### config.mk
export PLATFORM = sky130hd
export DESIGN_NAME = idle_state_governor_flat
export DESIGN_NICKNAME = d
export VERILOG_FILES = /design/src/rtl/isg_pkg.sv /design/src/rtl/isg_in_if.sv /design/src/rtl/isg_out_if.sv /design/src/rtl/idle_state_governor.sv /design/src/flat_wrapper.sv
export VERILOG_INCLUDE_DIRS = /design/src /design/src/rtl
export SDC_FILE = /design/constraint.sdc
export NUM_CORES = 1
export LEC_CHECK = 0
export BUFFER_PORTS_ARGS = -buffer_cell sky130_fd_sc_hd__clkbuf_2
export CAP_MARGIN = 20
export CORE_MARGIN = 2
export CORE_UTILIZATION = 55
export DETAILED_ROUTE_END_ITERATION = 7
export GPL_TIMING_DRIVEN = 0
export PLACE_DENSITY_LB_ADDON = 0.15
export REMOVE_ABC_BUFFERS = 1
export SLEW_MARGIN = 5
export SYNTH_ARGS = -nofsm -noshare
export SYNTH_HDL_FRONTEND = slang
export SYNTH_SLANG_ARGS = --single-unit
export TNS_END_PERCENT = 5
### constraint.sdc
create_clock -name i_clk -period 22.9 [get_ports i_clk]
set_input_delay 4.58 -clock i_clk [delete_from_list [all_inputs] [get_ports i_clk]]
set_output_delay 4.58 -clock i_clk [all_outputs]
set_load 0.005 [all_outputs]
### src/rtl/idle_state_governor_macros.svh
// Assertion helpers for the idle-state governor.
`ifndef IDLE_STATE_GOVERNOR_MACROS_SVH
`define IDLE_STATE_GOVERNOR_MACROS_SVH

// Same-cycle implication, checked out of reset.
`define ISG_ASSERT_NOW(label, ante, cons, msg) \
    label: assert property (@(posedge i_clk) disable iff (!i_rst_n) (ante) |-> (cons)) \
        else $error(msg);

// Next-cycle implication, checked out of reset.
`define ISG_ASSERT_NEXT(label, ante, cons, msg) \
    label: assert property (@(posedge i_clk) disable iff (!i_rst_n) (ante) |=> (cons)) \
        else $error(msg);

`endif

### src/rtl/isg_pkg.sv
package isg_pkg;

    localparam int unsigned CFG_IDX_W  = 3;
    localparam int unsigned CFG_DATA_W = 16;

    localparam logic [2:0]  MAX_LEVELS    = 3'd4;
    localparam logic [15:0] C1_LATENCY    = 16'd1;
    localparam logic signed [33:0] SLEEP_OVERHEAD = 34'sd4;
    localparam logic signed [33:0] C1_SLEEP       = 34'sh0_FFFF_FFFF;
    localparam logic [31:0] TIMER24_MASK  = 32'h00FF_FFFF;
    localparam logic [4:0]  SHIFT_MAX     = 5'd31;
    localparam logic [7:0]  CNT_MAX       = 8'd255;
    localparam logic [7:0]  THR_C1        = 8'd5;
    localparam logic [7:0]  THR_C2        = 8'd15;
    localparam logic [7:0]  THR_C3        = 8'd1;

    typedef enum logic [2:0] {
        CFG_TIMER_32BIT  = 3'd0,
        CFG_BM_CHECK     = 3'd1,
        CFG_LEVEL_COUNT  = 3'd2,
        CFG_LATENCY_L1   = 3'd3,
        CFG_LATENCY_L2   = 3'd4,
        CFG_LATENCY_L3   = 3'd5,
        CFG_DEEP_MASK    = 3'd6
    } t_cfg_idx;

    typedef enum logic [1:0] {
        KIND_C1 = 2'd0,
        KIND_C2 = 2'd1,
        KIND_C3 = 2'd2
    } t_kind;

    typedef enum logic [1:0] {
        RELOAD_NONE = 2'd0,
        RELOAD_ZERO = 2'd1,
        RELOAD_ONE  = 2'd2
    } t_reload;

    function automatic t_kind level_kind(input logic [1:0] lv, input logic [2:0] mask);
        t_kind k;
        if (lv == 2'd0) begin
            k = KIND_C1;
        end else if (mask[lv - 2'd1]) begin
            k = KIND_C3;
        end else begin
            k = KIND_C2;
        end
        return k;
    endfunction

    function automatic logic [15:0] level_latency(input logic [1:0] lv,
                                                  input logic [15:0] lat1,
                                                  input logic [15:0] lat2,
                                                  input logic [15:0] lat3);
        logic [15:0] l;
        case (lv)
            2'd1:    l = lat1;
            2'd2:    l = lat2;
            2'd3:    l = lat3;
            default: l = C1_LATENCY;
        endcase
        return l;
    endfunction

endpackage

### src/rtl/isg_in_if.sv
interface isg_in_if;
    logic        valid;
    logic        ready;
    logic [31:0] timer_start;
    logic [31:0] timer_end;
    logic        bus_master_active;
    logic [15:0] ms_since_check;

    modport source (output valid, timer_start, timer_end, bus_master_active,
                    ms_since_check, input ready);
    modport sink   (input valid, timer_start, timer_end, bus_master_active,
                    ms_since_check, output ready);
endinterface

### src/rtl/isg_out_if.sv
interface isg_out_if;
    logic               valid;
    logic               ready;
    logic [1:0]         next_level;
    logic signed [32:0] sleep_ticks;
    logic               clear_bus_master;
    logic [1:0]         reload_action;
    logic               deep_unsupported;

    modport source (output valid, next_level, sleep_ticks, clear_bus_master,
                    reload_action, deep_unsupported, input ready);
    modport sink   (input valid, next_level, sleep_ticks, clear_bus_master,
                    reload_action, deep_unsupported, output ready);
endinterface

### src/rtl/idle_state_governor.sv
// Pipeline: an accepted input beat reaches its result beat through the input
// register, then the result register.
// Throughput: one beat per cycle when the output is not stalled; the level/counter/
// history update is a single combinational pass between input and result registers.
// Reset (synchronous, active low): level C1, counter and history zero, registers
// at defaults (24-bit timer, one level), both pipeline stages empty.
`include "idle_state_governor_macros.svh"

module idle_state_governor (
    input  logic                             i_clk,
    input  logic                             i_rst_n,
    input  logic                             i_cfg_we,
    input  logic [isg_pkg::CFG_IDX_W-1:0]    i_cfg_idx,
    input  logic [isg_pkg::CFG_DATA_W-1:0]   i_cfg_data,
    isg_in_if.sink                           i_in_ch,
    isg_out_if.source                        o_out_ch
);

    logic        r_timer32;
    logic        r_bm_check;
    logic [2:0]  r_level_count;
    logic [15:0] r_lat1;
    logic [15:0] r_lat2;
    logic [15:0] r_lat3;
    logic [2:0]  r_deep_mask;

    logic [1:0]  r_lv;
    logic [7:0]  r_cnt;
    logic [31:0] r_hist;

    logic        r_in_valid;
    logic [31:0] r_in_t1;
    logic [31:0] r_in_t2;
    logic        r_in_bm;
    logic [15:0] r_in_ms;

    logic               r_out_valid;
    logic [1:0]         r_out_level;
    logic signed [32:0] r_out_sleep;
    logic               r_out_clr;
    logic [1:0]         r_out_reload;
    logic               r_out_unsup;

    logic        adv;
    logic        fire;
    logic        in_acc;

    logic [1:0]            n_lv;
    logic [7:0]            n_cnt;
    logic [31:0]           n_hist;
    logic signed [33:0]    sleep;
    logic                  clr;
    isg_pkg::t_reload      reload;
    logic                  unsup;

    logic                  done;
    logic                  promo;
    isg_pkg::t_kind        kind;
    isg_pkg::t_kind        next_kind;
    logic [2:0]            count;
    logic [4:0]            sh;
    logic [31:0]           diff;
    logic [31:0]           wrapped;
    logic [31:0]           elapsed;
    logic [15:0]           lat_cur;
    logic [15:0]           lat_next;
    logic [15:0]           lat_prev;
    logic [7:0]            thr;

    assign adv    = !r_out_valid || o_out_ch.ready;
    assign fire   = r_in_valid && adv;
    assign i_in_ch.ready = !r_in_valid || adv;
    assign in_acc = i_in_ch.valid && i_in_ch.ready;

    always_ff @(posedge i_clk) begin
        if (!i_rst_n) begin
            r_timer32     <= 1'b0;
            r_bm_check    <= 1'b0;
            r_level_count <= 3'd1;
            r_lat1        <= '0;
            r_lat2        <= '0;
            r_lat3        <= '0;
            r_deep_mask   <= '0;
        end else if (i_cfg_we) begin
            case (isg_pkg::t_cfg_idx'(i_cfg_idx))
                isg_pkg::CFG_TIMER_32BIT: r_timer32     <= i_cfg_data[0];
                isg_pkg::CFG_BM_CHECK:    r_bm_check    <= i_cfg_data[0];
                isg_pkg::CFG_LEVEL_COUNT: r_level_count <= i_cfg_data[2:0];
                isg_pkg::CFG_LATENCY_L1:  r_lat1        <= i_cfg_data;
                isg_pkg::CFG_LATENCY_L2:  r_lat2        <= i_cfg_data;
                isg_pkg::CFG_LATENCY_L3:  r_lat3        <= i_cfg_data;
                isg_pkg::CFG_DEEP_MASK:   r_deep_mask   <= i_cfg_data[2:0];
                default: ;
            endcase
        end
    end

    always_ff @(posedge i_clk) begin
        if (!i_rst_n) begin
            r_in_valid <= 1'b0;
        end else if (i_in_ch.ready) begin
            r_in_valid <= i_in_ch.valid;
        end
    end

    always_ff @(posedge i_clk) begin
        if (in_acc) begin
            r_in_t1 <= i_in_ch.timer_start;
            r_in_t2 <= i_in_ch.timer_end;
            r_in_bm <= i_in_ch.bus_master_active;
            r_in_ms <= i_in_ch.ms_since_check;
        end
    end

    // elapsed ticks; on wrap, (end - start - 1), masked to 24 bits unless the timer is 32-bit
    always_comb begin
        diff    = r_in_t2 - r_in_t1;
        wrapped = diff - 32'd1;
        if (r_in_t2 >= r_in_t1) begin
            elapsed = diff;
        end else if (r_timer32) begin
            elapsed = wrapped;
        end else begin
            elapsed = wrapped & isg_pkg::TIMER24_MASK;
        end
    end

    always_comb begin
        kind      = isg_pkg::level_kind(r_lv, r_deep_mask);
        next_kind = isg_pkg::level_kind(r_lv + 2'd1, r_deep_mask);
        lat_cur   = isg_pkg::level_latency(r_lv, r_lat1, r_lat2, r_lat3);
        lat_next  = isg_pkg::level_latency(r_lv + 2'd1, r_lat1, r_lat2, r_lat3);
        lat_prev  = isg_pkg::level_latency(r_lv - 2'd1, r_lat1, r_lat2, r_lat3);
        count     = (r_level_count < isg_pkg::MAX_LEVELS) ? r_level_count
                                                          : isg_pkg::MAX_LEVELS;
        sh        = (r_in_ms > 16'(isg_pkg::SHIFT_MAX)) ? isg_pkg::SHIFT_MAX
                                                         : r_in_ms[4:0];
        case (kind)
            isg_pkg::KIND_C1: thr = isg_pkg::THR_C1;
            isg_pkg::KIND_C2: thr = isg_pkg::THR_C2;
            default:          thr = isg_pkg::THR_C3;
        endcase
    end

    always_comb begin
        n_lv   = r_lv;
        n_cnt  = r_cnt;
        n_hist = r_hist;
        sleep  = '0;
        clr    = 1'b0;
        reload = isg_pkg::RELOAD_NONE;
        unsup  = 1'b0;
        done   = 1'b0;
        promo  = 1'b0;

        if (r_bm_check) begin
            n_hist = r_hist << sh;
            if (r_in_bm) begin
                n_hist[0] = 1'b1;
                clr       = 1'b1;
                if (kind == isg_pkg::KIND_C3) begin
                    reload = isg_pkg::RELOAD_ZERO;
                    if (r_lv != 2'd0) begin
                        n_lv = r_lv - 2'd1;
                    end
                    n_cnt = '0;
                    done  = 1'b1;
                end
            end
        end

        if (!done && kind == isg_pkg::KIND_C3 && !r_bm_check) begin
            unsup = 1'b1;
            done  = 1'b1;
        end

        if (!done) begin
            if (kind == isg_pkg::KIND_C1) begin
                sleep = isg_pkg::C1_SLEEP;
            end else begin
                sleep = $signed({2'b00, elapsed}) - $signed({18'd0, lat_cur})
                        - isg_pkg::SLEEP_OVERHEAD;
            end

            if ((({1'b0, r_lv} + 3'd1) < count) &&
                (sleep > $signed({18'd0, lat_next}))) begin
                promo = 1'b1;
                if (r_cnt != isg_pkg::CNT_MAX) begin
                    n_cnt = r_cnt + 8'd1;
                end
                if (r_cnt > thr &&
                    !(next_kind == isg_pkg::KIND_C3 && n_hist != '0)) begin
                    n_lv  = r_lv + 2'd1;
                    n_cnt = '0;
                    if (next_kind == isg_pkg::KIND_C3) begin
                        reload = isg_pkg::RELOAD_ONE;
                    end
                end
            end

            if (!promo && r_lv != 2'd0 && sleep < $signed({18'd0, lat_prev})) begin
                n_lv  = r_lv - 2'd1;
                n_cnt = '0;
                if (kind == isg_pkg::KIND_C3) begin
                    reload = isg_pkg::RELOAD_ZERO;
                end
            end
        end
    end

    always_ff @(posedge i_clk) begin
        if (!i_rst_n) begin
            r_lv   <= '0;
            r_cnt  <= '0;
            r_hist <= '0;
        end else if (fire) begin
            r_lv   <= n_lv;
            r_cnt  <= n_cnt;
            r_hist <= n_hist;
        end
    end

    always_ff @(posedge i_clk) begin
        if (!i_rst_n) begin
            r_out_valid <= 1'b0;
        end else if (adv) begin
            r_out_valid <= r_in_valid;
        end
    end

    always_ff @(posedge i_clk) begin
        if (fire) begin
            r_out_level  <= n_lv;
            r_out_sleep  <= sleep[32:0];
            r_out_clr    <= clr;
            r_out_reload <= reload;
            r_out_unsup  <= unsup;
        end
    end

    assign o_out_ch.valid            = r_out_valid;
    assign o_out_ch.next_level       = r_out_level;
    assign o_out_ch.sleep_ticks      = r_out_sleep;
    assign o_out_ch.clear_bus_master = r_out_clr;
    assign o_out_ch.reload_action    = r_out_reload;
    assign o_out_ch.deep_unsupported = r_out_unsup;

    `ISG_ASSERT_NOW(a_level_in_range, 1'b1, r_lv <= 2'(isg_pkg::MAX_LEVELS - 3'd1), "level beyond the maximum")
    `ISG_ASSERT_NOW(a_unsup_no_clear, r_out_valid, !(r_out_unsup && r_out_clr), "unsupported and clear together")
    `ISG_ASSERT_NEXT(a_one_step, fire, (r_lv == $past(r_lv)) || (r_lv == $past(r_lv) + 2'd1) || (r_lv == $past(r_lv) - 2'd1), "level moved by more than one")
    `ISG_ASSERT_NEXT(a_hold_level, !fire, $stable(r_lv) && $stable(r_cnt) && $stable(r_hist), "state changed without a beat")

endmodule
### src/flat_wrapper.sv
// flat-port wrapper written by rule: the top's interface ports become plain ports
module idle_state_governor_flat 
  (i_clk, i_rst_n, i_cfg_we, i_cfg_idx, i_cfg_data, i_in_ch_valid, i_in_ch_timer_start, i_in_ch_timer_end, i_in_ch_bus_master_active, i_in_ch_ms_since_check, i_in_ch_ready, o_out_ch_valid, o_out_ch_next_level, o_out_ch_sleep_ticks, o_out_ch_clear_bus_master, o_out_ch_reload_action, o_out_ch_deep_unsupported, o_out_ch_ready);
  isg_in_if i_in_ch_i ();
  isg_out_if o_out_ch_i ();
  input  logic i_clk;
  input  logic i_rst_n;
  input  logic i_cfg_we;
  input  logic [isg_pkg::CFG_IDX_W-1:0] i_cfg_idx;
  input  logic [isg_pkg::CFG_DATA_W-1:0] i_cfg_data;
  input wire logic [$bits(i_in_ch_i.valid)-1:0] i_in_ch_valid;
  input wire logic [$bits(i_in_ch_i.timer_start)-1:0] i_in_ch_timer_start;
  input wire logic [$bits(i_in_ch_i.timer_end)-1:0] i_in_ch_timer_end;
  input wire logic [$bits(i_in_ch_i.bus_master_active)-1:0] i_in_ch_bus_master_active;
  input wire logic [$bits(i_in_ch_i.ms_since_check)-1:0] i_in_ch_ms_since_check;
  output wire logic [$bits(i_in_ch_i.ready)-1:0] i_in_ch_ready;
  output wire logic [$bits(o_out_ch_i.valid)-1:0] o_out_ch_valid;
  output wire logic [$bits(o_out_ch_i.next_level)-1:0] o_out_ch_next_level;
  output wire logic [$bits(o_out_ch_i.sleep_ticks)-1:0] o_out_ch_sleep_ticks;
  output wire logic [$bits(o_out_ch_i.clear_bus_master)-1:0] o_out_ch_clear_bus_master;
  output wire logic [$bits(o_out_ch_i.reload_action)-1:0] o_out_ch_reload_action;
  output wire logic [$bits(o_out_ch_i.deep_unsupported)-1:0] o_out_ch_deep_unsupported;
  input wire logic [$bits(o_out_ch_i.ready)-1:0] o_out_ch_ready;
  assign i_in_ch_i.valid = i_in_ch_valid;
  assign i_in_ch_i.timer_start = i_in_ch_timer_start;
  assign i_in_ch_i.timer_end = i_in_ch_timer_end;
  assign i_in_ch_i.bus_master_active = i_in_ch_bus_master_active;
  assign i_in_ch_i.ms_since_check = i_in_ch_ms_since_check;
  assign i_in_ch_ready = i_in_ch_i.ready;
  assign o_out_ch_valid = o_out_ch_i.valid;
  assign o_out_ch_next_level = o_out_ch_i.next_level;
  assign o_out_ch_sleep_ticks = o_out_ch_i.sleep_ticks;
  assign o_out_ch_clear_bus_master = o_out_ch_i.clear_bus_master;
  assign o_out_ch_reload_action = o_out_ch_i.reload_action;
  assign o_out_ch_deep_unsupported = o_out_ch_i.deep_unsupported;
  assign o_out_ch_i.ready = o_out_ch_ready;
  idle_state_governor u_core (.i_clk(i_clk), .i_rst_n(i_rst_n), .i_cfg_we(i_cfg_we), .i_cfg_idx(i_cfg_idx), .i_cfg_data(i_cfg_data), .i_in_ch(i_in_ch_i), .o_out_ch(o_out_ch_i));
endmodule
## After elaboration in Yosys (flattened, before gate mapping)

Cells that the tools add are included.

| word-level totals | value |
|---|---|
| bits in registers | 220 |
| bits in latches | 0 |
| bits in writable memories | 0 |
| ROM bits | 0 |
| memories kept | 0 |

| cells by class | value |
|---|---|
| add/sub/neg operators | 9 |
| multiply operators | 0 |
| div/mod/pow operators | 0 |
| order comparisons | 9 |
| equal/unequal tests | 19 |
| shift operators | 1 |
| muxes and demuxes | 53 |
| bitwise logic cells | 0 |
| reduce and logical (&&, ||, !) cells | 30 |

Operator list:

| cell | count |
|---|---|
| 16-bit one-hot mux with 3 select lines | 3 |
| 32-bit two-way mux | 3 |
| 34-bit two-way mux | 2 |
| 8-bit two-way mux | 8 |
| 2-bit two-way mux | 20 |
| 34-bit by 17-bit greater-than comparator with 1-bit output | 1 |
| 34-bit by 17-bit less-than comparator with 1-bit output | 1 |
| 34-bit by 4-bit subtractor with 34-bit output (second input constant) | 1 |
| 32-bit by 16-bit subtractor with 33-bit output | 1 |
| 32-bit >= comparator | 1 |
| 32-bit nonzero test | 1 |
| 32-bit by 5-bit << shifter with 32-bit output | 1 |
| 32-bit by 1-bit subtractor with 32-bit output (second input constant) | 1 |
| 32-bit subtractor | 1 |
| 2-bit equality test (second input constant) | 8 |
| 16-bit by 5-bit greater-than comparator with 1-bit output (second input constant) | 1 |
| 2-bit AND reduction | 7 |
| 1-bit two-way mux | 12 |
| 3-bit equality test (second input constant) | 3 |
| 1-bit logical AND | 9 |
| 8-bit by 1-bit adder with 8-bit output (second input constant) | 1 |
| 2-bit by 1-bit equality test with 1-bit output (second input constant) | 4 |
| 8-bit by 4-bit greater-than comparator with 1-bit output | 1 |
| 8-bit != test (second input constant) | 1 |
| other kinds (17) | 29 |

## Longest topological paths before layout

Gate-level depths: netlist of run 1.

| depth | value |
|---|---|
| depth after elaboration | 23 |
| gate-level depth with buffers | 37 |
| mapped depth without buffers | 37 |

## Worst setup path before layout of run 1

Ideal clock, no wire load.

| timing path | value |
|---|---|
| path kind | input to output |
| from | input port o_out_ch_ready |
| to | output port i_in_ch_ready |
| arrival | 4.846 ns |
| required time | 18.320 ns |
| path slack | 13.474 ns |
| cell stages on the path | 2 |
| path buffers | 0 |
| path through | nor2b_1 -> nand2_1 |

| between the ends | value |
|---|---|
| longest elaborated chain between the ends | 2 |

Ends and longest elaborated chain:

| what | RTL line | source |
|---|---|---|
| start: declaration | flat_wrapper.sv:23 | `input wire logic [$bits(o_out_ch_i.ready)-1:0] o_out_ch_ready;` |
| 1-bit logical OR | idle_state_governor.sv:70 | `assign adv = !r_out_valid \|\| o_out_ch.ready;` |
| 1-bit logical OR | idle_state_governor.sv:72 | `assign i_in_ch.ready = !r_in_valid \|\| adv;` |
| end: declaration | flat_wrapper.sv:16 | `output wire logic [$bits(i_in_ch_i.ready)-1:0] i_in_ch_ready;` |

No other way between the ends.

## Worst setup path after layout of run 1

| timing path | value |
|---|---|
| from | register u_core.r_in_t1[0] |
| to | register u_core.r_lv[1] |

| between the ends | value |
|---|---|
| longest elaborated chain between the ends | 17 |
| elaborated cells between the ends (all ways) | 20 |

Ends and longest elaborated chain:

| what | RTL line | source |
|---|---|---|
| start: declaration | idle_state_governor.sv:32 | `logic [31:0] r_in_t1;` |
| start signal: assignment | idle_state_governor.sv:108 | `r_in_t1 <= i_in_ch.timer_start;` |
| 32-bit subtractor | idle_state_governor.sv:117 | `diff = r_in_t2 - r_in_t1;` |
| 32-bit by 1-bit subtractor with 32-bit output | idle_state_governor.sv:118 | `wrapped = diff - 32'd1;` |
| 32-bit two-way mux | idle_state_governor.sv:121 | `end else if (r_timer32) begin` |
| 32-bit two-way mux (*) | idle_state_governor.sv:119 | `if (r_in_t2 >= r_in_t1) begin` |
| 32-bit by 16-bit subtractor with 33-bit output (*) | idle_state_governor.sv:181 | `sleep = $signed({2'b00, elapsed}) - $signed({18'd0, lat_cur})` |
| 34-bit by 4-bit subtractor with 34-bit output (*) | idle_state_governor.sv:182 | `- isg_pkg::SLEEP_OVERHEAD;` |
| 34-bit two-way mux (*) | idle_state_governor.sv:178 | `if (kind == isg_pkg::KIND_C1) begin` |
| 34-bit two-way mux (*) | idle_state_governor.sv:177 | `if (!done) begin` |
| 34-bit by 17-bit greater-than comparator with 1-bit output | idle_state_governor.sv:186 | `(sleep > $signed({18'd0, lat_next}))) begin` |
| 1-bit logical AND | idle_state_governor.sv:185 | `if ((({1'b0, r_lv} + 3'd1) < count) &&` |
| 1-bit two-way mux | idle_state_governor.sv:185 |  |
| 1-bit two-way mux | idle_state_governor.sv:177 |  |
| 1-bit logical NOT | idle_state_governor.sv:201 | `if (!promo && r_lv != 2'd0 && sleep < $signed({18'd0, lat_prev})) begin` |
| 1-bit logical AND (2 in series) | idle_state_governor.sv:201 |  |
| 2-bit two-way mux (*) | idle_state_governor.sv:201 |  |
| 2-bit two-way mux (*) | idle_state_governor.sv:177 |  |
| end signal: assignment | idle_state_governor.sv:217 | `r_lv <= n_lv;` |
| end: declaration | idle_state_governor.sv:27 | `logic [1:0] r_lv;` |

Mark *: on every way between the ends. The rest lies on a longest branch, timed or not. The select of a mux whose other input is x is not followed.
A chain may end at the register's enable or synchronous reset.

==> metrics list, run 1 <==
* Final critical-path share of the clock period: 42.4%
- Core region area: 0.0307 mm^2
- Across the run, the number of max-cap violations was 0.
- Cells with a size suffix above 1 make up 14.7% of the layout.
- Measured along the x axis, the die boundary spans 181 um.
- On the critical path, the stage with the largest delay is an instance of sky130_fd_sc_hd__or4b_2.
* Critical path class: reg -> reg
- Buf+Inv Stages, Crit Path: 2
* TritonCTS clock tree: done
* CP Max Fanout: 7
- Origin of the critical flop-to-flop path: u_core.r_in_t1[0]
- Min-delay src: u_core.r_hist[31]
- Cell Pwr Density: 61.6 mW/mm^2
* Count of different cell masters after synthesis: 108
* Setup slack on the worst flop-to-flop path: 13.20 ns
* Synth Warn #: 0
- The congestion estimate from routability-driven global placement came to 0.961.
* Routed WL per cell: 18.9 um
- Cells fill 62.5% of the core in the end.
- The worst-case IR drop observed on VDD is 0.0000628 V.
* Number of violations reported at the end of detailed-routing iteration 0: 1612
- Async S/R FF share, synth: 0%
* Die footprint: 0.0327 mm^2
- Worst clock skew: 0.0209 ns
- At the worst endpoint, the arrival time is 10.15 ns.
- The count of nets left with antenna violations once routing finished came out at 0.
- Counting flops with a built-in enable in the synthesized netlist gives 120.
- For this design the static power due to leakage is 0.00668 uW.
* Number of optimization iterations in the first detailed-route pass: 8
- Summing over every cut layer, the via total after detailed routing is 16.0k.
- Class of the tightest hold or removal check: reg -> reg
- Clock tree root buffer cell: sky130_fd_sc_hd__clkbuf_16
* Number of antenna violations at the first check in global routing: 0
- The worst register-to-register path ends at u_core.r_lv[1].
- In this run the core area contains 64 standard-cell rows.
* Diode count: 0
* Chip Height: 181 um
* Sequential share of the synthesized area: 32.6%
* Highest Clock Rate: 103 MHz
- Latest clock arrival within the worst-skew pair: 0.54 ns
- Along the worst hold path, the cell count comes to 2.
* Count of input and output buffers: 145
* Avg Vias per Cell: 6.34
* Worst reg-to-reg path cell count: 34
- After clock tree synthesis, the setup repair step added 0 buffers.
- Netlist Area Pre-Place: 0.0172 mm^2
* Final Max Tran Viols: 0
- Violated checks: design-rule violations
- For this block, the routed nets add up to 47800 um of wire.
* Most common cell type on the critical path: sky130_fd_sc_hd__a21o_1
- Post-synth top flop: sky130_fd_sc_hd__edfxtp_1
- CTS built an H-tree with a depth of 1.
- Number of CTS-inserted buffers: 25
- The number of global-route vias before repair was 15.2k.
- For this run, the post-layout net count is 2315.
- Setup Total Neg Slack: 0 ns
- Number of gates resized after CTS: 0
* CP Capture Type: register
* Overall global routing resource usage: 28.5%
- The first global-routing pass estimated 77600 um of wire.
- Number of instances in the synthesized netlist: 2037
- STA puts the critical path data required time at 23.34 ns.
- Hold buffer count at CTS: 0
- Area growth from synthesis to final layout: 11.3%
- Setup repair after global routing left no endpoint under its margin.
- Min Clock Period, post-route: 9.70 ns
- Setup violations remaining at the end of the flow were counted as 0.
- Clock slew at the register clock pins of the worst setup and hold paths: 0.06 ns
- The cell family contributing the most delay on the critical path is compound AO/OA/AOI/OAI gates.
- Top-Level Pins: 146
* Initial standard-cell utilization of the core: 56.1%
- In this run the tightest slew margin relative to its limit is 25.9%.
- Flip-flop and latch count after synthesis: 220
- Startpoint type of the worst setup path: register
- Pin count of the biggest net entering global routing: 73
- For this design, the sink count on the clock tree is 220.
- Detailed placement ended at an HPWL of 35500 um.
- The path with the worst hold slack has its endpoint at u_core.r_hist[31].
- Number of buffers on the longest clock path: 3
- Residual overflow from global routing: 0
- Final hold viol count: 0
- After detailed routing, the number of remaining DRC violations is 3.
- Synthesized area divided by synthesized cell count: 8.45 um^2
- The run finished, with violations left.
- For the pin with the worst max-slew slack, the measured transition is 1.10 ns.
- Stage delay of the slowest cell on the critical path: 0.73 ns
## through the flow
stage / std cells / area [um^2] / setup slack [ns] / power, uW / hold slack [ns]
floorplan: 1926 / 16800 / 13.47 / 684 / 0.440
global placement: 2467 / 18000 / 13.28 / 751 / 0.458
detailed placement: 2478 / 18200 / 13.22 / 761 / 0.471
CTS: 2523 / 19100 / 13.21 / 1180 / 0.484
global route: 2526 / 19200 / 12.80 / 1240 / 0.507
finish: 2526 / 19200 / 13.20 / 1180 / 0.486
## how the worst max path moves through the flow
stage / start / to / slack [ns] / depth (start not counted)
4_1_cts: o_out_ch_ready / i_in_ch_ready / 13.21 / 4
3_3_place_gp: o_out_ch_ready / i_in_ch_ready / 13.28 / 4
2_1_floorplan: o_out_ch_ready / i_in_ch_ready / 13.47 / 2
5_1_grt: u_core.r_in_t1[0] / u_core.r_lv[1] / 12.80 / 34
3_5_place_dp: o_out_ch_ready / i_in_ch_ready / 13.22 / 4
6_report: u_core.r_in_t1[0] / u_core.r_lv[1] / 13.20 / 34
## cells by family after synthesis
kind of cell | share of synthesized area [%]
buffers and inverters | 4.12
xor gates and xnor gates | 4.70
and+or+nand+nor | 23.2
DFF | 32.6
AOI/OAI and AO/OA | 22.0
muxes | 6.29
adders and majority gates | 7.21
## final cells by class
cell class / count / area (um^2)
clock buffers: 36 / 771
clock inverters: 9 / 100
fillers: 2754 / 11500
inverters: 70 / 264
multi-input cells: 1636 / 10900
flip-flops and latches: 220 / 5610
well taps: 396 / 495
repair buffers: 159 / 982
## synth_stat cells (all sizes together) (14+ instances only)
| cell type | n | area [um^2] |
|---|---|---|
| o21a | 24 | 180 |
| xnor2 | 61 | 534 |
| nor2 | 148 | 556 |
| buf | 19 | 101 |
| xor2 | 28 | 253 |
| a222oi | 45 | 450 |
| nand2 | 272 | 1020 |
| ha | 96 | 1200 |
| a21oi | 178 | 891 |
| mux2i | 97 | 971 |
| nor3 | 55 | 290 |
| nand3 | 62 | 310 |
| edfxtp | 120 | 3600 |
| nand2b | 19 | 126 |
| nor2b | 14 | 95.1 |
| or3 | 20 | 125 |
| clkbuf | 92 | 345 |
| inv | 69 | 259 |
| dfxtp | 100 | 2000 |
| o211ai | 23 | 178 |
| or2 | 61 | 382 |
| nor4 | 23 | 186 |
| and3 | 16 | 100 |
| a31oi | 16 | 100 |
| and2 | 22 | 138 |
| a211oi | 41 | 348 |
| nand4 | 29 | 196 |
| a21o | 34 | 257 |
| o21ai | 71 | 367 |
## routing by layer
metal / up-vias / global-route usage, % / share of wire (%) / wire length (um)
li1: 7756 / - / - / -
met1: 7563 / 38.5 / 43 / 20800
met2: 603 / 46.0 / 45 / 21700
met3: 101 / 4.13 / 6.9 / 3320
met4: 0 / 11.8 / 4.2 / 2030
met5: - / 0 / 0 / 0
## where the power goes
group	switching, uW	internal [uW]	total, uW
clock network	163	255	419
registers	7.91	429	437
logic	201	123	324
total	372	807	1180
## sequential cells by signal (all words and copies together) (netlist names), 3 cells and up
register,count
u_core.r_hist,32
u_core.r_in_t2,32
u_core.r_cnt,8
u_core.r_level_count,3
u_core.r_lat1,16
u_core.r_in_ms,16
u_core.o_out_ch.sleep_ticks,33
u_core.r_deep_mask,3
u_core.r_in_t1,32
u_core.r_lat3,16
u_core.r_lat2,16
## worst min-delay path, cell delays in order, from the launching register on
cell and delay [ns]:
sky130_fd_sc_hd__dfxtp_1 0.33, sky130_fd_sc_hd__nand2_1 0.06, sky130_fd_sc_hd__a21oi_1 0.06
## cells in the final DEF, fill, tap and decap left out, types with 18 or more instances in the layout
master                      count
sky130_fd_sc_hd__mux2i_1       97
sky130_fd_sc_hd__a222oi_1      45
sky130_fd_sc_hd__or3_1         20
sky130_fd_sc_hd__nand3_1       62
sky130_fd_sc_hd__dfxtp_1       99
sky130_fd_sc_hd__or2_2         57
sky130_fd_sc_hd__and2_1        20
sky130_fd_sc_hd__o21ai_0       64
sky130_fd_sc_hd__nand4_1       28
sky130_fd_sc_hd__edfxtp_1     120
sky130_fd_sc_hd__nor3_1        51
sky130_fd_sc_hd__xor2_1        27
sky130_fd_sc_hd__nor2_1       145
sky130_fd_sc_hd__nand2_1      271
sky130_fd_sc_hd__a211oi_1      36
sky130_fd_sc_hd__xnor2_1       60
sky130_fd_sc_hd__a21o_1        33
sky130_fd_sc_hd__o211ai_1      22
sky130_fd_sc_hd__ha_1          95
sky130_fd_sc_hd__o21a_1        23
sky130_fd_sc_hd__a21oi_1      178
sky130_fd_sc_hd__nand2b_1      18
sky130_fd_sc_hd__nor4_1        19
sky130_fd_sc_hd__clkbuf_2     146
sky130_fd_sc_hd__clkbuf_16     27
sky130_fd_sc_hd__inv_1         68
Power figures use the tool's default switching activity.
==> run 2, diff against run 1 <==
clock period = 9.8 ns   (was 22.9 ns; I/O delays follow)
==> run 2 against run 1 <==
Against the previous run: the run still ends with design-rule violations left; combinational power rose by 130%; flip-flop and latch count did not move; core utilization barely moved; hold slack got worse by 0.0036 ns; sequential power rose by 130%; global-route usage did not move; via count rose by 0.15%; clock skew fell by 0.0015 ns; critical endpoint unchanged.
==> metrics list, run 2 (synthesis gave the netlist of run 1 again) <==
- Run status: finished, violations left
- Violated checks: design-rule violations
* Highest Clock Rate: 107 MHz
* Avg Vias per Cell: 6.35
* CP Capture Type: register
- After routing, the total negative slack on setup checks comes to 0 ns.
- Die footprint: 0.0327 mm^2
- Min Clock Period, post-route: 9.33 ns
- In this run, the number of DRC markers left after iteration 0 of detailed routing was 1760.
- The number of max-slew violations in the final report was 0.
* TritonCTS clock tree: done
- Slew at the pin with the worst max-slew slack: 1.11 ns
* Worst r2r dst: u_core.r_lv[1]
- Min-delay src: u_core.r_level_count[0]
- Headroom to the max-slew limit came out at 24.9%.
* Clock slew at the register clock pins of the worst setup and hold paths: 0.06 ns
- Chip Height: 181 um
- Slowest cell on the critical path: sky130_fd_sc_hd__or4b_2
- The total area inside the core boundary comes to 0.0307 mm^2.
* CP Max Fanout: 7
* Cell Pwr Density: 144 mW/mm^2
- In this design, the stage delay of the slowest critical-path cell is 0.73 ns.
- In this run the number of H-tree levels came out at 1.
* Number of buffers on the longest clock path: 3
- Counting both buffers and inverters, the worst setup path holds a total of 1.
* Worst min-delay path endpoint: u_core.r_level_count[0]
* Post-detailed-route DRC marker count: 14
- Summed over all layers, the global routing overflow is 0.
* Critical path class: reg -> reg
- By instance count, the cell type seen most on the critical path is sky130_fd_sc_hd__a21o_1.
- Placed wire-length estimate: 35500 um
- The later pin in the worst-skew pair is clocked with a latency of 0.54 ns.
- Setup repair after global routing left no endpoint under its margin.
- Via count of the first global-routing pass: 15.2k
- IR analysis of the VDD net gives a maximum drop of 0.000147 V.
- Fill cell instance count of the final layout: 2753
- The floorplan has 64 rows.
- Startpoint type of the worst setup path: register
- Final ANT Viol Nets: 0
- Buffers added to address setup during post-CTS repair amount to 0.
- Number of maximum-capacitance constraint violations: 0
- In the layout the commonest cells are 271 x sky130_fd_sc_hd__nand2_1, 178 x sky130_fd_sc_hd__a21oi_1, 146 x sky130_fd_sc_hd__clkbuf_2.
- Entering global routing, the biggest net connects 73 pins.
- Data arrival time of the worst path: 9.78 ns
- Wire length of the first global-routing pass: 77600 um
- The initial utilization of the core area, before any placement, comes to 56.1%.
- Area growth from synthesis to final layout: 11.4%
* Number of antenna violations at the first check in global routing: 0
* Final hold viol count: 0
- Dividing the detail-routed wire length by the instance count gives 18.9 um.
* Overall global routing resource usage: 28.5%
- Clock sinks: 220
- At the end of routability-driven placement, the weighted congestion stood at 0.961.
* Commonest non-fill, non-tap cell in the layout: sky130_fd_sc_hd__nand2_1
- In the finished design, the share of the clock period the worst path needs comes to 95.2%.
- Data on the critical path is required at its endpoint by 10.25 ns.
- For the final database, setup skew stands at 0.0194 ns.
* Leakage power summed over all cells: 0.00668 uW
* Origin of the critical flop-to-flop path: u_core.r_in_t1[0]
- Clock tree root buffer cell: sky130_fd_sc_hd__clkbuf_16
- Clock tree synthesis inserted a total of 25 buffers.
- Broken down by cell family, the worst path's largest delay share belongs to compound AO/OA/AOI/OAI gates.
- The final route contains 16.0k vias.
- Number of optimization iterations in the first detailed-route pass: 8
- The number of cells on the worst reg-to-reg path is 33.
- Width of the die: 181 um
* Post-placement setup slack: 0.143 ns
- Cell count along the critical path: 33
- Count of input and output buffers: 145
- The worst hold path passes through 2 cells.
- The number of antenna diodes in the final layout is 0.
- Number of flip-flops in the largest register: 33
* Fin worst setup slack: 0.467 ns
- The setup check on the worst reg-to-reg path leaves a slack of 0.47 ns.
- For this design, the CTS-stage hold fixing added 0 buffers.
* Final setup fails: 0
- Total wire length: 47900 um
* Class of the tightest hold or removal check: reg -> reg
* Top-Level Pins: 146
- At the end of the flow, the number of nets in the layout was 2315.
- Fraction of final layout cells with drive strength greater than 1: 14.8%
-- run 2: area by class of cell --
| type | count | area [um^2] | area share, % |
|---|---|---|---|
| Tap cell | 396 | 495 | 2.58 |
| Clock buffer | 36 | 771 | 4.02 |
| Multi-Input combinational cell | 1636 | 11000 | 57.1 |
| Sequential cell | 220 | 5610 | 29.2 |
| Timing Repair Buffer | 159 | 982 | 5.12 |
| Inverter | 70 | 264 | 1.38 |
| Clock inverter | 9 | 100 | 0.522 |
-- run 2: what timing repair did --
item,in CTS,in global routing
resized for setup,0,2
setup endpoints to repair,0,5
hold endpoints to repair,0,0
-- run 2: worst max-delay path by stage --
stage,start,to,slack (ns)
after floorplan,u_core.r_in_t1[0],u_core.r_lv[1],1.95
after global placement,u_core.r_in_t1[0],u_core.r_lv[1],0.35
after detailed placement,u_core.r_in_t1[0],u_core.r_lv[1],0.14
after CTS,u_core.r_in_t1[0],u_core.r_lv[1],0.11
after global routing,u_core.r_in_t2[13],u_core.r_lv[1],0.11
final,u_core.r_in_t1[0],u_core.r_lv[1],0.47
-- run 2: worst register-to-register path: cells and delay by family, from the launching register on --
family                   cells  cell delay, ns
AO/OA/AOI/OAI               18            4.64
AND/OR/NAND/NOR              8            2.30
adder cells (fa/ha/maj)      4            1.39
flip-flops                   1            0.37
XOR/XNOR                     2            0.37
buffers and inverters        1            0.18
-- run 2: per-stage QoR --
step	hold slack [ns]	power, uW	instance area, um^2	utilization (%)	cells
6_report	0.482	2760	19200	62.5	2526
2_1_floorplan	0.440	1600	16800	-	1926
5_1_grt	0.507	2890	19200	62.5	2526
4_1_cts	0.484	2760	19100	62.3	2523
3_5_place_dp	0.471	1780	18200	59.4	2478
3_3_place_gp	0.458	1750	18000	58.7	2467
-- run 2: power breakdown --
| part | switching (uW) | total, uW | internal, uW | leakage (uW) |
|---|---|---|---|---|
| Combinational | 469 | 756 | 287 | 0.00439 |
| Clock | 383 | 979 | 596 | 0.000432 |
| Sequential | 18.5 | 1020 | 1000 | 0.00186 |
-- run 2: metal layers --
layer	track usage (%)	vias up	share of wire [%]
met5	0	-	0
met4	11.8	0	4.5
met3	4.13	114	7.3
met2	46.0	637	45
met1	38.5	7540	43
li1	-	7756	-
